$ cat src/rtl/wnaf_scalar_recoder_unit_macros.svh
// assertion helpers for the wnaf recoder
`ifndef WNAF_SCALAR_RECODER_UNIT_MACROS_SVH
`define WNAF_SCALAR_RECODER_UNIT_MACROS_SVH

// property checked on every clock outside reset
`define WNAFREC_ASSERT(lbl, prop, msg) \
  lbl: assert property (@(posedge clk_i) disable iff (!rst_ni) (prop)) else $error(msg);

// condition in one cycle implies a result in the next
`define WNAFREC_ASSERT_NEXT(lbl, ante, cons, msg) \
  lbl: assert property (@(posedge clk_i) disable iff (!rst_ni) (ante) |=> (cons)) \
    else $error(msg);

`endif

$ cat src/rtl/wnafrec_pkg.sv
`timescale 1ns / 1ps

package wnafrec_pkg;

  localparam int ScalarBytesDef = 32;
  localparam int WindowBitsDef  = 5;

  localparam int ByteW      = 8;
  localparam int DigitPosW  = 9;
  localparam int DigitValW  = 5;
  localparam int DigitSpanW = 9;
  localparam int OutDataW   = 24;

  // scan window of bits held but not yet scanned
  localparam int PendW      = 16;
  localparam int MaxResults = 4;
  localparam int CntW       = $clog2(MaxResults + 1);

endpackage

$ cat src/rtl/wnaf_scalar_recoder_unit.sv
`timescale 1ns / 1ps
// channel   | dir | tdata                                              | tuser | tlast
// s_axis    | in  | [7:0] scalar_byte                                  | -     | last_byte
// m_axis    | out | [8:0] digit_position, [13:9] digit_value,          | -     | is_end
//           |     | [22:14] digit_span, [23] zero                      |       |
// each byte is merged into the scan window, then the nonzero digits it releases come out one by one
// the rate is set by the single digit extractor, which finds one digit per cycle while the output is free
// the byte marked last also flushes the remaining digits and then emits the end record
// reset clears the scan state and the valid flags of the held input item and the output register
// a stalled output holds the digit extractor, and the next merge waits behind a ready digit

module wnaf_scalar_recoder_unit #(
  parameter int SCALAR_BYTES = wnafrec_pkg::ScalarBytesDef,
  parameter int WINDOW_BITS  = wnafrec_pkg::WindowBitsDef
) (
  input  logic                             clk_i,
  input  logic                             rst_ni,
  input  logic                             s_axis_tvalid_i,
  output logic                             s_axis_tready_o,
  input  logic [wnafrec_pkg::ByteW-1:0]    s_axis_tdata_i,   // scalar_byte
  input  logic                             s_axis_tlast_i,   // last_byte
  output logic                             m_axis_tvalid_o,
  input  logic                             m_axis_tready_i,
  output logic [wnafrec_pkg::OutDataW-1:0] m_axis_tdata_o,   // position, value, span, pad
  output logic                             m_axis_tlast_o    // is_end
);
  import wnafrec_pkg::*;

  localparam int ScalarBits = 8 * SCALAR_BYTES;
  localparam int PosW       = $clog2(ScalarBits + WINDOW_BITS + PendW + 8 + 1);
  localparam int KW         = $clog2(PendW);
  localparam int DigW       = WINDOW_BITS + 1;

  // input register
  logic                 inv_q, inv_d;
  logic [ByteW-1:0]     byte_q;
  logic                 last_q;

  // scan state
  logic [PendW-1:0]     pend_q, pend_d;
  logic                 carry_q, carry_d;
  logic [PosW-1:0]      pos_q, pos_d;
  logic [PosW-1:0]      recv_q, recv_d;
  logic [PosW-1:0]      top_q, top_d;
  logic                 flush_q, flush_d;
  logic [CntW-1:0]      cnt_q, cnt_d;

  // result register
  logic                 mv_q, mv_d;
  logic [DigitPosW-1:0] mpos_q;
  logic [DigitValW-1:0] mval_q;
  logic                 mend_q;
  logic [DigitSpanW-1:0] mspan_q;

  logic [PendW-1:0]       diff;
  logic                   found;
  logic [KW-1:0]          k;
  logic [PosW-1:0]        dpos;
  logic                   in_lim;
  logic                   dig;
  logic [WINDOW_BITS-1:0] win;
  logic [WINDOW_BITS-1:0] word;
  logic                   new_carry;
  logic signed [DigW-1:0] digit;
  logic [PosW-1:0]        shift;
  logic [PosW-1:0]        wm1;
  logic [PosW-1:0]        skip;
  logic [PosW-1:0]        pos_m;
  logic [PendW-1:0]       pend_s;
  logic [PosW-1:0]        sh;
  logic                   has_room;
  logic [PendW-1:0]       pend_m;
  logic [PosW-1:0]        recv_m;
  logic [CntW-1:0]        cap;
  logic                   out_free;
  logic                   do_dig;
  logic                   do_end;
  logic                   do_merge;
  logic                   emit_dig;
  logic                   accept;

  // first position whose bit differs from the carry
  assign diff  = pend_q ^ {PendW{carry_q}};
  assign found = |diff;

  always_comb begin
    k = '0;
    for (int i = PendW - 1; i >= 0; i--) begin
      if (diff[i]) begin
        k = KW'(i);
      end
    end
  end

  assign dpos   = pos_q + PosW'(k);
  assign in_lim = flush_q ? (dpos <= PosW'(ScalarBits))
                          : (dpos + PosW'(WINDOW_BITS) <= recv_q);
  assign dig    = found && in_lim;

  // window value, mapped to a signed odd digit
  assign win       = WINDOW_BITS'(pend_q >> k);
  assign word      = win + WINDOW_BITS'(carry_q);
  assign new_carry = word[WINDOW_BITS-1];
  assign digit     = {new_carry, word};
  assign shift     = PosW'(k) + PosW'(WINDOW_BITS);

  // drop the leading run left by the previous byte, then append the new byte
  assign wm1      = PosW'(WINDOW_BITS - 1);
  assign skip     = (pos_q + wm1 < recv_q) ? (recv_q - wm1 - pos_q) : '0;
  assign pos_m    = pos_q + skip;
  assign pend_s   = pend_q >> skip;
  assign sh       = recv_q - pos_m;
  assign has_room = recv_q < PosW'(ScalarBits);
  assign pend_m   = has_room ? (pend_s | (PendW'(byte_q) << sh)) : pend_s;
  assign recv_m   = has_room ? (recv_q + PosW'(ByteW)) : recv_q;

  assign cap      = flush_q ? CntW'(MaxResults - 1) : CntW'(MaxResults);
  assign out_free = !mv_q || m_axis_tready_i;
  assign do_dig   = dig && out_free;
  assign do_end   = !dig && flush_q && out_free;
  assign do_merge = !dig && !flush_q && inv_q;
  assign emit_dig = do_dig && (cnt_q < cap);

  assign s_axis_tready_o = !inv_q || do_merge;
  assign accept          = s_axis_tvalid_i && s_axis_tready_o;
  assign inv_d           = accept || (inv_q && !do_merge);

  always_comb begin
    pend_d  = pend_q;
    carry_d = carry_q;
    pos_d   = pos_q;
    recv_d  = recv_q;
    top_d   = top_q;
    flush_d = flush_q;
    cnt_d   = cnt_q;
    if (do_dig) begin
      pend_d  = pend_q >> shift;
      pos_d   = pos_q + shift;
      carry_d = new_carry;
      top_d   = dpos + PosW'(1);
      if (cnt_q < CntW'(MaxResults)) begin
        cnt_d = cnt_q + CntW'(1);
      end
    end else if (do_end) begin
      pend_d  = '0;
      carry_d = 1'b0;
      pos_d   = '0;
      recv_d  = '0;
      top_d   = '0;
      flush_d = 1'b0;
      cnt_d   = '0;
    end else if (do_merge) begin
      pend_d  = pend_m;
      pos_d   = pos_m;
      recv_d  = recv_m;
      flush_d = last_q;
      cnt_d   = '0;
    end
  end

  always_comb begin
    mv_d = mv_q;
    if (emit_dig || do_end) begin
      mv_d = 1'b1;
    end else if (m_axis_tready_i) begin
      mv_d = 1'b0;
    end
  end

  always_ff @(posedge clk_i or negedge rst_ni) begin
    if (!rst_ni) begin
      inv_q   <= 1'b0;
      pend_q  <= '0;
      carry_q <= 1'b0;
      pos_q   <= '0;
      recv_q  <= '0;
      top_q   <= '0;
      flush_q <= 1'b0;
      cnt_q   <= '0;
      mv_q    <= 1'b0;
    end else begin
      inv_q   <= inv_d;
      pend_q  <= pend_d;
      carry_q <= carry_d;
      pos_q   <= pos_d;
      recv_q  <= recv_d;
      top_q   <= top_d;
      flush_q <= flush_d;
      cnt_q   <= cnt_d;
      mv_q    <= mv_d;
    end
  end

  always_ff @(posedge clk_i) begin
    if (accept) begin
      byte_q <= s_axis_tdata_i;
      last_q <= s_axis_tlast_i;
    end
    if (emit_dig) begin
      mpos_q  <= DigitPosW'(dpos);
      mval_q  <= DigitValW'(digit);
      mend_q  <= 1'b0;
      mspan_q <= '0;
    end else if (do_end) begin
      mpos_q  <= '0;
      mval_q  <= '0;
      mend_q  <= 1'b1;
      mspan_q <= DigitSpanW'(top_q);
    end
  end

  assign m_axis_tvalid_o = mv_q;
  assign m_axis_tlast_o  = mend_q;
  assign m_axis_tdata_o  = {1'b0, mspan_q, mval_q, mpos_q};

`include "wnaf_scalar_recoder_unit_macros.svh"

  `WNAFREC_ASSERT(a_digit_odd,
    (m_axis_tvalid_o && !m_axis_tlast_o) |-> m_axis_tdata_o[DigitPosW],
    "digit value is even")
  `WNAFREC_ASSERT(a_pend_bound,
    !flush_q |-> (pos_q <= recv_q && (recv_q - pos_q) < PosW'(PendW)),
    "unscanned bits exceed the scan window")
  `WNAFREC_ASSERT_NEXT(a_end_clears, do_end,
    (recv_q == '0 && pos_q == '0 && !carry_q && !flush_q),
    "scan state not cleared after end record")

endmodule
$ cat config.mk
export PLATFORM = sky130hd
export DESIGN_NAME = wnaf_scalar_recoder_unit
export DESIGN_NICKNAME = d
export VERILOG_FILES = /design/src/rtl/wnafrec_pkg.sv /design/src/rtl/wnaf_scalar_recoder_unit.sv
export VERILOG_INCLUDE_DIRS = /design/src /design/src/rtl
export SDC_FILE = /design/constraint.sdc
export NUM_CORES = 1
export LEC_CHECK = 0
export BUFFER_PORTS_ARGS = -buffer_cell sky130_fd_sc_hd__buf_2
export CORE_ASPECT_RATIO = 1.4
export CORE_MARGIN = 2
export CORE_UTILIZATION = 40
export DETAILED_ROUTE_END_ITERATION = 16
export SLEW_MARGIN = 0
export SYNTH_ARGS = -nofsm -noshare
export SYNTH_HDL_FRONTEND = slang
export SYNTH_SLANG_ARGS = --single-unit
$ cat constraint.sdc
create_clock -name clk_i -period 7.3 [get_ports clk_i]
set_input_delay 1.46 -clock clk_i [delete_from_list [all_inputs] [get_ports clk_i]]
set_output_delay 1.46 -clock clk_i [all_outputs]
set_load 0.05 [all_outputs]
### Yosys cells after proc, flatten, opt, wreduce, memory -nomap -nowiden

Cells that the tools add are included.

| word-level totals | value |
|---|---|
| input port bits | 13 |
| RAM bits | 0 |
| bits in latches | 0 |
| output and inout bits | 27 |
| memories | 0 |
| flip-flop bits (word level) | 83 |
| word-level logic and storage cells | 114 |
| bits in read-only memories | 0 |

| cells by class | value |
|---|---|
| $mul | 0 |
| bitwise operators | 3 |
| divide/modulo/power cells | 0 |
| $lt $le $gt $ge | 6 |
| shift-type cells | 4 |
| reduce and logical (&&, ||, !) cells | 28 |
| add/sub/neg operators | 13 |
| mux-type cells | 44 |
| eq/ne operators | 1 |

Operators by type and width:

| kind | number |
|---|---|
| 2-to-1 mux 9 bit | 10 |
| 2-to-1 mux 16 bit | 4 |
| 2-to-1 mux 4 bit | 16 |
| adder 9 x 3 -> 9 bit, second input constant | 2 |
| subtractor 9 bit | 2 |
| bitwise OR 16 bit | 1 |
| OR reduction 16 bit | 1 |
| left shift 8 x 9 -> 16 bit | 1 |
| >> shifter 16 x 4 -> 5 bit | 1 |
| >> shifter 16 x 5 -> 16 bit | 1 |
| >> shifter 16 x 9 -> 16 bit | 1 |
| XOR 16 bit | 1 |
| 2-to-1 mux 3 bit | 5 |
| 2-to-1 mux 5 bit | 2 |
| nonzero test 2 bit | 5 |
| adder 9 x 1 -> 9 bit, second input constant | 1 |
| adder 9 x 4 -> 9 bit | 1 |
| adder 9 x 4 -> 9 bit, second input constant | 1 |
| adder 9 x 5 -> 9 bit | 1 |
| adder 9 bit | 1 |
| <= comparator 9 bit | 1 |
| <= comparator 9 bit, second input constant | 1 |
| logical AND 1 bit | 9 |
| < comparator 9 bit | 1 |
| 15 further kinds | 29 |

### Longest topological paths before layout

Gate-level depths: netlist of the first run.

| logic depth | value |
|---|---|
| word-level depth | 28 |
| gate-level depth with buffers | 28 |
| gate-level depth less buffers | 27 |

### Worst setup path before layout of the first run

Ideal clock, no wire load.

| timing | value |
|---|---|
| path type | register to output |
| start point | reg carry_q |
| end point | out s_axis_tready_o |
| required time | 5.840 ns |
| cell stages (with the launch flop) | 23 |
| data arrival time | 4.629 ns |
| path slack | 1.211 ns |
| buffers on the path | 2 |
| path through | dfrtp_1 buf_6 nor3_1 o31a_1 o21ai_0 a41o_1 buf_2 ha_1 fa_1 a31oi_1 o21bai_1 xor2_1 nand3_1 or2_2 nor2_1 xnor2_1 ha_1 nand4_1 nor2_1 a31oi_1 o31ai_1 a21o_1 nand2_1 |

| between the ends | value |
|---|---|
| longest elaborated chain between the ends | 26 |
| elaborated cells on any way between the ends | 28 |
| those cells by class | 2 x add/sub; 2 x order compare; 17 x mux; 1 x bitwise; 6 x reduce/logical |

RTL lines:

| element | line | text |
|---|---|---|
| start: declaration | wnaf_scalar_recoder_unit.sv:41 | `logic carry_q, carry_d;` |
| start signal: assignment | wnaf_scalar_recoder_unit.sv:184 | `carry_q <= carry_d;` |
| XOR 16 bit (*) | wnaf_scalar_recoder_unit.sv:83 | `assign diff = pend_q ^ {PendW{carry_q}};` |
| 2-to-1 mux 4 bit (16 in a row) | wnaf_scalar_recoder_unit.sv:89 | `if (diff[i]) begin` |
| adder 9 x 4 -> 9 bit | wnaf_scalar_recoder_unit.sv:95 | `assign dpos = pos_q + PosW'(k);` |
| adder 9 x 3 -> 9 bit | wnaf_scalar_recoder_unit.sv:97 | `: (dpos + PosW'(WINDOW_BITS) <= recv_q);` |
| <= comparator 9 bit | wnaf_scalar_recoder_unit.sv:97 |  |
| 2-to-1 mux 1 bit | wnaf_scalar_recoder_unit.sv:96 | `assign in_lim = flush_q ? (dpos <= PosW'(ScalarBits))` |
| logical AND 1 bit (*) | wnaf_scalar_recoder_unit.sv:98 | `assign dig = found && in_lim;` |
| zero test 1 bit (*) | wnaf_scalar_recoder_unit.sv:121 | `assign do_merge = !dig && !flush_q && inv_q;` |
| logical AND 1 bit (*) (2 in a row) | wnaf_scalar_recoder_unit.sv:121 |  |
| logical OR 1 bit (*) | wnaf_scalar_recoder_unit.sv:124 | `assign s_axis_tready_o = !inv_q \|\| do_merge;` |
| end: declaration | wnaf_scalar_recoder_unit.sv:19 | `output logic s_axis_tready_o,` |

Every way passes the cells marked *; elsewhere a longest branch is shown, timed or not.

### Final worst setup path of the first run

| timing | value |
|---|---|
| start point | reg pend_q[15] |
| end point | out s_axis_tready_o |

| between the ends | value |
|---|---|
| longest elaborated chain between the ends | 26 |
| elaborated cells on any way between the ends | 28 |
| those cells by class | 2 x add/sub; 2 x order compare; 17 x mux; 1 x bitwise; 6 x reduce/logical |

RTL lines:

| element | line | text |
|---|---|---|
| start: declaration | wnaf_scalar_recoder_unit.sv:40 | `logic [PendW-1:0] pend_q, pend_d;` |
| start signal: assignment | wnaf_scalar_recoder_unit.sv:183 | `pend_q <= pend_d;` |
| XOR 16 bit (*) | wnaf_scalar_recoder_unit.sv:83 |  |
| 2-to-1 mux 4 bit (16 in a row) | wnaf_scalar_recoder_unit.sv:89 |  |
| adder 9 x 4 -> 9 bit | wnaf_scalar_recoder_unit.sv:95 |  |
| adder 9 x 3 -> 9 bit | wnaf_scalar_recoder_unit.sv:97 |  |
| <= comparator 9 bit | wnaf_scalar_recoder_unit.sv:97 |  |
| 2-to-1 mux 1 bit | wnaf_scalar_recoder_unit.sv:96 |  |
| logical AND 1 bit (*) | wnaf_scalar_recoder_unit.sv:98 |  |
| zero test 1 bit (*) | wnaf_scalar_recoder_unit.sv:121 |  |
| logical AND 1 bit (*) (2 in a row) | wnaf_scalar_recoder_unit.sv:121 |  |
| logical OR 1 bit (*) | wnaf_scalar_recoder_unit.sv:124 |  |

Marks and branches as above.

==> impl_metrics.yaml, run 1 <==
status:
  outcome: "complete, no violations"
grt:
  grt_pass1_wl_mm: 36.3
  antenna_found_initial: 0
  globalRouteOverflowTotal: 0
  grt_usage: 0.226
  grt_pass1_vias: 6822
  grt_max_degree: 48
detailed_routing:
  drc_errors: 0
  post_drt_via_cell_ratio: 5.79
  drt_iter0_drc: 530
  drt_wl_total_mm: 22.6
  ant_nets: 0
  vias: 6988
  firstDrtPassIters: 5
  wire_per_inst_um: 18.7
critical_path:
  critical-path-slowest-cell: "dfrtp_1"
  rr_startpoint: "pend_q[15]$_DFFE_PN0P_"
  path_buf_inv: 3
  critPathLaunchType: "flip-flop"
  timing.critical_path.depth: 23
  worstSetupPathType: "flip-flop to primary output"
  r2r_end: "mpos_q[4]$_SDFFCE_PN0P_"
  critPathMaxStageDelay_ns: 0.69
  worstPathCellList: "inv_1, o21ai_0, a21o_1, a31o_1, ha_1, inv_1, fa_1, nor2b_1, o21ai_1, a21oi_1, nand2_1, xor2_1, or2_2, nor2_1, xnor2_1, ha_1, nand4_1, nor2_1, a31oi_1, o31ai_2, a21o_1, nand2_1, buf_2"
  worst_setup_path_end_kind: "primary output"
  reg2reg_depth: 24
  critPathArrivalTime_ns: 5.41
  cp_top_family: "compound AO/OA/AOI/OAI gates"
  crit_fanout: 14
  rrSetupSlack_ns: 1.22
  crit_required_ns: 5.84
timing:
  setup_viol: 0
  hold_viol: 0
  rsz0062_at_grt: "no"
  drv_slew: 0
  slew_headroom: 0.402
  tightest_slew_ns: 0.888
  hold_ws_ns: 0.477
  finClkSkew_ns: 0.0122
  fin_crit_ns: 6.87
  fin_crit_sh: 0.941
  fin_setup_tns_ns: 0
  fmax_mhz: 146
synth:
  synth-edff-count: 23
  ys_async_sr_fraction: 0.588
  synth_top_family_by_area: "compound AO/OA/AOI/OAI gates"
  netlist_area_um2: 7680
  syn_area_per_cell_um2: 8.31
  synthXorXnorAreaFrac: 0.0588
  synth_compound_area_frac: 0.204
  synthMuxAreaShare: 0.0999
  synth_adder_area_share: 0.108
  yosys_most_used_dff: "dfrtp_1"
  ys_seq_area_frac: 0.269
  synthSimpleGateAreaFrac: 0.204
  syn_inst: 924
  synth_most_common_cell: "nand2_1"
  synth_top_area_share: 0.153
  yosysTopAreaCell: "dfrtp_1"
  synth_cell_types: 86
  synth-seq-cells: 80
  yosysWarnings: 0
  ys_top_cells_by_area: "dfrtp_1 (15%), ha_1 (9.5%), edfxtp_1 (9.0%)"
  synthTopCellsByCount: "nand2_1 (116), nor2_1 (75), ha_1 (58)"
floorplanning:
  die_area_um2: 20300
  start_util: 0.404
  io_pins: 40
  die_w_um: 121
  die_h_um: 168
  core_um2: 19000
  rows: 60
clock_network:
  cts-root-buf: "clkbuf_16"
  cts_buffers: 9
  clk_pin_slew_ns: 0.06
  cts_tree: "done"
  cts_sinks: 80
  cts-htree-levels: 3
  ctsLongestPathBuffers: 2
  cts_setup_buffers: 0
  worst_skew_pair.late_latency_ns: 0.36
min_path:
  hp-start: "m_axis_tlast_o$_SDFFE_PP0P_"
  min_to: "m_axis_tlast_o$_SDFFE_PP0P_"
  hold_path_class: "flip-flop to flip-flop"
  hold_depth: 2
placement:
  dp.cells: 1190
  dpl_cell_area_um2: 8150
  post-dp-hpwl_mm: 17.1
  port_buffers: 38
  gp_congestion: 0.931
final_layout:
  layout.cells.non_filler: 1206
  final_nets: 1029
  n_antenna_cell: 0
  design_area_um2: 8480
  synthToLayoutAreaGrowth_pct: 10.4
  layout-drive-gt1-share: 0.129
flow_run:
  drv_cap: 0
[how the worst max path moves through the flow]
stage / startpoint / to / slack (ns)
global placement: carry_q$_DFFE_PN0P_ / s_axis_tready_o / 0.73
global route: pend_q[15]$_DFFE_PN0P_ / s_axis_tready_o / 0.001
detailed placement: carry_q$_DFFE_PN0P_ / s_axis_tready_o / 0.59
CTS: carry_q$_DFFE_PN0P_ / s_axis_tready_o / 0.18
finish: pend_q[15]$_DFFE_PN0P_ / s_axis_tready_o / 0.43
floorplan: carry_q$_DFFE_PN0P_ / s_axis_tready_o / 1.21
[routing by layer]
| metal | wire length, um | global-route usage | up-vias |
|---|---|---|---|
| met5 | 0 | 0 | - |
| met4 | 1110 | 0.126 | 0 |
| met3 | 797 | 0.0244 | 58 |
| met2 | 11600 | 0.394 | 197 |
| met1 | 9100 | 0.268 | 3325 |
| li1 | - | - | 3408 |
[logic make-up (layout without fill, tap and decap cells)]
group / after synthesis / after routing
muxes: 69 / 69
DFF: 80 / 80
AOI/OAI and AO/OA: 235 / 235
xor gates and xnor gates: 50 / 50
other: 1 / 3
buffers and inverters: 100 / 132
and+or+nand+nor: 326 / 326
adders and majority gates: 63 / 63
[metrics by stage]
step                      worst slack, ns   util
after floorplan                      1.21      -
after global routing              0.00127  0.446
final                               0.434  0.446
after CTS                           0.182  0.445
after global placement              0.733  0.429
after detailed placement            0.592  0.429
[what timing repair did]
item	4_1_cts	5_1_grt
endpoints found under the hold margin	0	0
gates resized for setup	0	4
hold buffers	0	0
setup endpoints to repair	0	1
[worst reg2reg max path, stage by stage, from the launching register on]
cell	delay [ns]
dfrtp_1	0.69
inv_1	0.24
o21ai_0	0.22
a21o_1	0.15
a31o_1	0.20
ha_1	0.23
inv_1	0.07
fa_1	0.43
nor2b_1	0.15
o21ai_1	0.10
a21oi_1	0.29
nand2_1	0.11
xor2_1	0.21
or2_2	0.37
nor2_1	0.12
xnor2_1	0.14
ha_1	0.26
o21ai_0	0.07
a21oi_1	0.07
o31ai_2	0.35
nor2_1	0.12
or3_1	0.40
nor3_1	0.18
buf_4	0.23
or2_2	0.36
[layout make-up]
| type | count | area, um2 |
|---|---|---|
| multi-input combinational | 746 | 5210 |
| timing repair buffer | 65 | 393 |
| sequential | 80 | 2070 |
| clock buffer | 9 | 225 |
| tap | 248 | 310 |
| fill | 1883 | 10500 |
| inverter | 51 | 191 |
| clock inverter | 7 | 82.6 |
[cell usage in the layout, fill, tap and decap left out, drive strengths merged, types with 9 or more instances in the layout]
cell,Yosys,final
nand2,116,116
nor2,78,78
buf,29,65
mux2i,59,59
o21ai,59,59
ha,58,58
inv,51,57
a21oi,55,55
dfrtp,47,47
nand3,34,34
xnor2,26,26
xor2,23,23
edfxtp,23,23
nor3,23,23
a31oi,14,14
and3,12,12
a21o,12,12
nand4,10,10
nand2b,10,10
dfxtp,10,10
or3,10,10
clkbuf,20,9
o22ai,9,9
o211ai,9,9
[sequential cells by signal (all words and copies together) (netlist names)]
register / flops
pend_q: 16
mpos_q: 9
mspan_q: 9
pos_q: 9
top_q: 9
byte_q: 8
recv_q: 6
mval_q: 5
cnt_q: 3
carry_q: 1
flush_q: 1
inv_q: 1
last_q: 1
m_axis_tlast_o: 1
m_axis_tvalid_o: 1
Power of run 1 is left out: the tool's default activity adds up to more than one toggle a clock period on the data nets, which glitch-free logic cannot reach.
==> run 2: changes to the inputs <==
--- a/config.mk
+++ b/config.mk
@@ -9,8 +9,9 @@
 export BUFFER_PORTS_ARGS = -buffer_cell sky130_fd_sc_hd__buf_2
 export CORE_ASPECT_RATIO = 1.4
 export CORE_MARGIN = 2
-export CORE_UTILIZATION = 40
+export CORE_UTILIZATION = 62
 export DETAILED_ROUTE_END_ITERATION = 16
+export PLACE_DENSITY = 0.81
 export SLEW_MARGIN = 0
 export SYNTH_ARGS = -nofsm -noshare
 export SYNTH_HDL_FRONTEND = slang
==> run 2 against run 1 <==
  * Routed wire length shrank 2.5%
  * Die area shrank 35%
  * Register-to-register slack got worse by 0.33 ns
  * Fmax is 1.4% lower
  * Sequential share of layout area is 0.45 points higher
  * Cell count decreased by 8.5%
  * Critical path depth stayed put
  * Via count increased by 3.1%
  * Clock-buffer cell count is 1 higher
  * Hold slack gained 0.014 ns
  * Final area down 1.8%
  * Worst setup slack worse by 0.099 ns
  * Largest cell class unchanged
  * Highest routed layer unchanged
==> impl_metrics.yaml, run 2 (synthesis results as in run 1) <==
detailed_routing:
  ant_nets: 0
  drt_iter0_drc: 598
  drt_wl_total_mm: 22.0
  vias: 7203
  post_drt_via_cell_ratio: 6.53
  drc_errors: 0
  firstDrtPassIters: 5
  wire_per_inst_um: 20.0
timing:
  tightest_slew_ns: 0.873
  fin_crit_ns: 6.96
  setup_viol: 0
  fin_setup_tns_ns: 0
  drv_slew: 0
  finClkSkew_ns: 0.0108
  fin_crit_sh: 0.954
  rsz0062_at_grt: "no"
  fmax_mhz: 144
  slew_headroom: 0.416
  hold_viol: 0
critical_path:
  worst_setup_path_end_kind: "primary output"
  critical-path-slowest-cell: "dfrtp_2"
  worstSetupPathType: "flip-flop to primary output"
  critPathLaunchType: "flip-flop"
  crit_required_ns: 5.84
  critPathMaxStageDelay_ns: 0.54
  worstPathCellList: "nor4_1, mux2i_1, nand3_1, a31o_1, ha_1, inv_1, fa_1, nor2b_1, o21ai_1, and3_1, nor2_1, nand3_1, or2_2, nor2_1, xnor2_1, ha_1, nand4_1, nor2_1, a31oi_1, o31ai_2, a21o_1, nand2_1, buf_2"
  crit_top_cell: "nor2_1"
  critPathArrivalTime_ns: 5.50
  crit_fanout: 23
clock_network:
  cts_tree: "done"
  cts_sinks: 80
  worst_skew_pair.late_latency_ns: 0.35
  cts-root-buf: "clkbuf_16"
  hold_buffers: 0
  ctsLongestPathBuffers: 2
  cts_setup_buffers: 0
  cts_buffers: 9
  cts-htree-levels: 3
  clk_pin_slew_ns: 0.07
grt:
  globalRouteOverflowTotal: 0
  grt_usage: 0.333
  grt_pass1_wl_mm: 35.5
  grt_pass1_vias: 6958
  antenna_found_initial: 0
  grt_max_degree: 48
flow_run:
  drv_cap: 0
floorplanning:
  die_h_um: 136
  die_area_um2: 13300
  start_util: 0.630
  rows: 48
  core_um2: 12200
  die_w_um: 98.0
  io_pins: 40
status:
  outcome: "complete, no violations"
placement:
  port_buffers: 38
  gp_congestion: 0.992
  post-dp-hpwl_mm: 16.4
final_layout:
  final_cell_mix: "nand2_1 (116), nor2_1 (75), ha_1 (58)"
  layout-drive-gt1-share: 0.123
  synthToLayoutAreaGrowth_pct: 8.43
  largest_reg_flops: 16
  final_nets: 1024
  regMostFlops: "pend_q"
  n_antenna_cell: 0
  layout_commonest_cell: "nand2_1"
min_path:
  hold_path_class: "flip-flop to flip-flop"
[run 2: cell count changes in the layout (fill, tap and decap cells not counted)]
cell and change:
inv_4 -1, a31oi_1 +1, xnor2_2 -1, a31oi_2 -1, buf_4 -5, xnor2_1 +1, clkbuf_16 +1
[run 2: metal layers]
| metal | vias up | part of all wire | track usage |
|---|---|---|---|
| met4 | 0 | 0.045 | 0.164 |
| met5 | - | 0 | 0 |
| met2 | 336 | 0.50 | 0.577 |
| li1 | 3398 | - | - |
| met3 | 69 | 0.066 | 0.0454 |
| met1 | 3400 | 0.39 | 0.406 |
[run 2: stage by stage]
stage | instances | worst slack [ns] | util | cell area, um2 | hold WS (ns)
2_1_floorplan | 926 | 1.21 | - | 7680 | 0.450
3_3_place_gp | 1087 | 0.785 | 0.655 | 7990 | 0.448
5_1_grt | 1103 | 0.0120 | 0.683 | 8320 | 0.522
3_5_place_dp | 1087 | 0.668 | 0.655 | 7990 | 0.475
6_report | 1103 | 0.335 | 0.683 | 8320 | 0.491
4_1_cts | 1103 | 0.199 | 0.682 | 8320 | 0.493
[run 2: area by class of cell]
class                      instances  area [um2]
clock inverter                     6        76.3
sequential                        80        2070
clock buffer                      10         250
tap                              150         188
fill                             976        3870
multi-input combinational        746        5190
inverter                          51         191
timing repair buffer              60         355
[run 2: path summary, 6_finish.rpt]
check | start | cells after the start | to | slack [ns]
setup reg to reg | carry_q$_DFFE_PN0P_ | 26 | recv_q[7]$_DFFE_PN0P_ | 0.89
min in group asynchronous | rst_ni | 2 | carry_q$_DFFE_PN0P_ | 1.20
hold reg to reg | m_axis_tlast_o$_SDFFE_PP0P_ | 2 | m_axis_tlast_o$_SDFFE_PP0P_ | 0.49
hold / removal | m_axis_tlast_o$_SDFFE_PP0P_ | 2 | m_axis_tlast_o$_SDFFE_PP0P_ | 0.49
max in group asynchronous | rst_ni | 2 | pend_q[14]$_DFFE_PN0P_ | 5.61
setup / recovery | carry_q$_DFFE_PN0P_ | 23 | s_axis_tready_o | 0.34
[run 2: critical path: cells and delay by family, from the launching register on]
| family | cells | cell delay [ns] |
|---|---|---|
| AO/OA/AOI/OAI | 5 | 0.88 |
| XOR/XNOR | 1 | 0.14 |
| adder cells (fa/ha/maj) | 3 | 0.87 |
| buffers and inverters | 2 | 0.33 |
| flip-flops | 1 | 0.54 |
| multiplexers | 1 | 0.13 |
| AND/OR/NAND/NOR | 11 | 2.24 |
[run 2: repair_timing]
action | CTS | global route
setup endpoints to repair | 0 | 1
hold endpoints to repair | 0 | 0
resized for setup | 0 | 2
Power of run 2 is left out for the same reason.
==> run 3: changes to the inputs <==
--- a/config.mk
+++ b/config.mk
@@ -12,6 +12,7 @@
 export CORE_UTILIZATION = 62
 export DETAILED_ROUTE_END_ITERATION = 16
 export PLACE_DENSITY = 0.81
+export REMOVE_ABC_BUFFERS = 1
 export SLEW_MARGIN = 0
 export SYNTH_ARGS = -nofsm -noshare
 export SYNTH_HDL_FRONTEND = slang
==> run 3 against run 2 <==
  * Worst setup slack worse by 0.023 ns
  * Clock-buffer cell count shrank 1
  * Flip-flop and latch count unchanged
  * Clock skew grew 0.0044 ns
  * Sequential share of layout area increased by 0.086 points
  * Core utilization is 0.15 points lower
  * First-iteration DRC count shrank 1.3%
  * Via count grew 0.67%
==> impl_metrics.yaml, run 3 (synthesis results as in run 1) <==
grt:
  grt_pass1_wl_mm: 35.2
  globalRouteOverflowTotal: 0
  grt_pass1_vias: 6970
  antenna_found_initial: 0
  grt_usage: 0.331
  grt_max_degree: 48
critical_path:
  critPathArrivalTime_ns: 5.53
  worst_setup_path_end_kind: "primary output"
  critPathLaunchType: "flip-flop"
  crit_required_ns: 5.84
  crit_fanout: 12
  worstSetupPathType: "flip-flop to primary output"
timing:
  fin_crit_sh: 0.957
  fin_crit_ns: 6.99
  worst_slack_ns: 0.312
  fmax_mhz: 143
  setup_viol: 0
  finClkSkew_ns: 0.0152
  hold_viol: 0
  slew_headroom: 0.235
  drv_slew: 0
  tightest_slew_ns: 1.15
floorplanning:
  die_area_um2: 13300
  die_h_um: 136
  start_util: 0.630
  rows: 48
  core_um2: 12200
  die_w_um: 98.0
  io_pins: 40
final_layout:
  regMostFlops: "pend_q"
  final_cell_mix: "nand2_1 (116), nor2_1 (74), ha_1 (58)"
  largest_reg_flops: 16
  final_nets: 1024
  layout.cells.non_filler: 1103
  layout-drive-gt1-share: 0.127
  fillers: 1017
  synthToLayoutAreaGrowth_pct: 8.18
  design_area_um2: 8310
  layout_commonest_cell: "nand2_1"
  n_antenna_cell: 0
  fin_util: 0.681
clock_network:
  cts-htree-levels: 3
  cts_buffers: 9
  cts_tree: "done"
  clk_pin_slew_ns: 0.07
  worst_skew_pair.late_latency_ns: 0.35
  cts-root-buf: "clkbuf_16"
  ctsLongestPathBuffers: 2
  hold_buffers: 0
  cts_sinks: 80
detailed_routing:
  drt_iter0_drc: 590
  drc_errors: 0
  post_drt_via_cell_ratio: 6.57
  drt_wl_total_mm: 22.0
  vias: 7251
  wire_per_inst_um: 19.9
  ant_nets: 0
  firstDrtPassIters: 5
placement:
  post-dp-hpwl_mm: 16.4
  gp_congestion: 0.984
  port_buffers: 38
  place_ws_ns: 0.677
  dp.cells: 1085
  dpl_cell_area_um2: 7980
min_path:
  hold_path_class: "flip-flop to flip-flop"
flow_run:
  drv_cap: 0
status:
  outcome: "complete, no violations"
[run 3: cell types whose count changed in the layout (fill, tap and decap cells not counted), sizes merged]
cell,delta
inv,+1
clkbuf,-1
clkinvlp,+1
bufinv,-1
[run 3: per-stage QoR]
step / hold WS, ns / setup TNS, ns
5_1_grt: 0.500 / -0.0367
4_1_cts: 0.474 / 0
6_report: 0.469 / 0
3_5_place_dp: 0.457 / 0
3_3_place_gp: 0.449 / 0
2_1_floorplan: 0.450 / 0
[run 3: cell type report]
| cell class | count | area, um2 | area share |
|---|---|---|---|
| clock buffer | 9 | 225 | 0.0271 |
| clock inverter | 7 | 70.1 | 0.00844 |
| inverter | 51 | 191 | 0.0230 |
| multi-input combinational | 746 | 5200 | 0.627 |
| sequential | 80 | 2070 | 0.249 |
| tap | 150 | 188 | 0.0226 |
| timing repair buffer | 60 | 355 | 0.0428 |
[run 3: critical path: stages (launching register included)]
cell and delay (ns):
dfrtp_1 0.51, or4_1 0.56, o22ai_1 0.17, nor2_1 0.08, o21a_1 0.22, buf_4 0.20
fa_1 0.39, a31oi_1 0.24, o21bai_1 0.24, xor2_2 0.28, nand3_1 0.17, or2_2 0.38
nor2_1 0.13, xnor2_1 0.15, ha_1 0.27, nand4_1 0.09, nor2_1 0.05, a31oi_1 0.25
o31ai_2 0.16, a21o_1 0.26, nand2_1 0.12, buf_2 0.27
[run 3: worst paths after layout]
kind / from / slack (ns) / cells past startpoint / end
max: pend_q[13]$_DFFE_PN0P_ / 0.31 / 21 / s_axis_tready_o
min: m_axis_tlast_o$_SDFFE_PP0P_ / 0.47 / 2 / m_axis_tlast_o$_SDFFE_PP0P_
max reg2reg: pend_q[13]$_DFFE_PN0P_ / 0.84 / 24 / recv_q[7]$_DFFE_PN0P_
min reg2reg: m_axis_tlast_o$_SDFFE_PP0P_ / 0.47 / 2 / m_axis_tlast_o$_SDFFE_PP0P_
max in group asynchronous: rst_ni / 5.17 / 1 / pend_q[12]$_DFFE_PN0P_
min in group asynchronous: rst_ni / 1.33 / 1 / cnt_q[1]$_DFFE_PN0P_
[run 3: routing by layer]
layer / vias to the layer above / part of all wire / GRT usage
li1: 3393 / - / -
met1: 3443 / 0.39 / 0.413
met2: 320 / 0.49 / 0.563
met3: 95 / 0.064 / 0.0392
met4: 0 / 0.053 / 0.174
met5: - / 0 / 0
[run 3: repair_timing]
item / CTS / global route
endpoints found under the hold margin: 0 / 0
setup endpoints to repair: 0 / 1
buffers inserted: 0 / 2
gates resized for setup: 0 / 6
Power of run 3 is left out for the same reason.
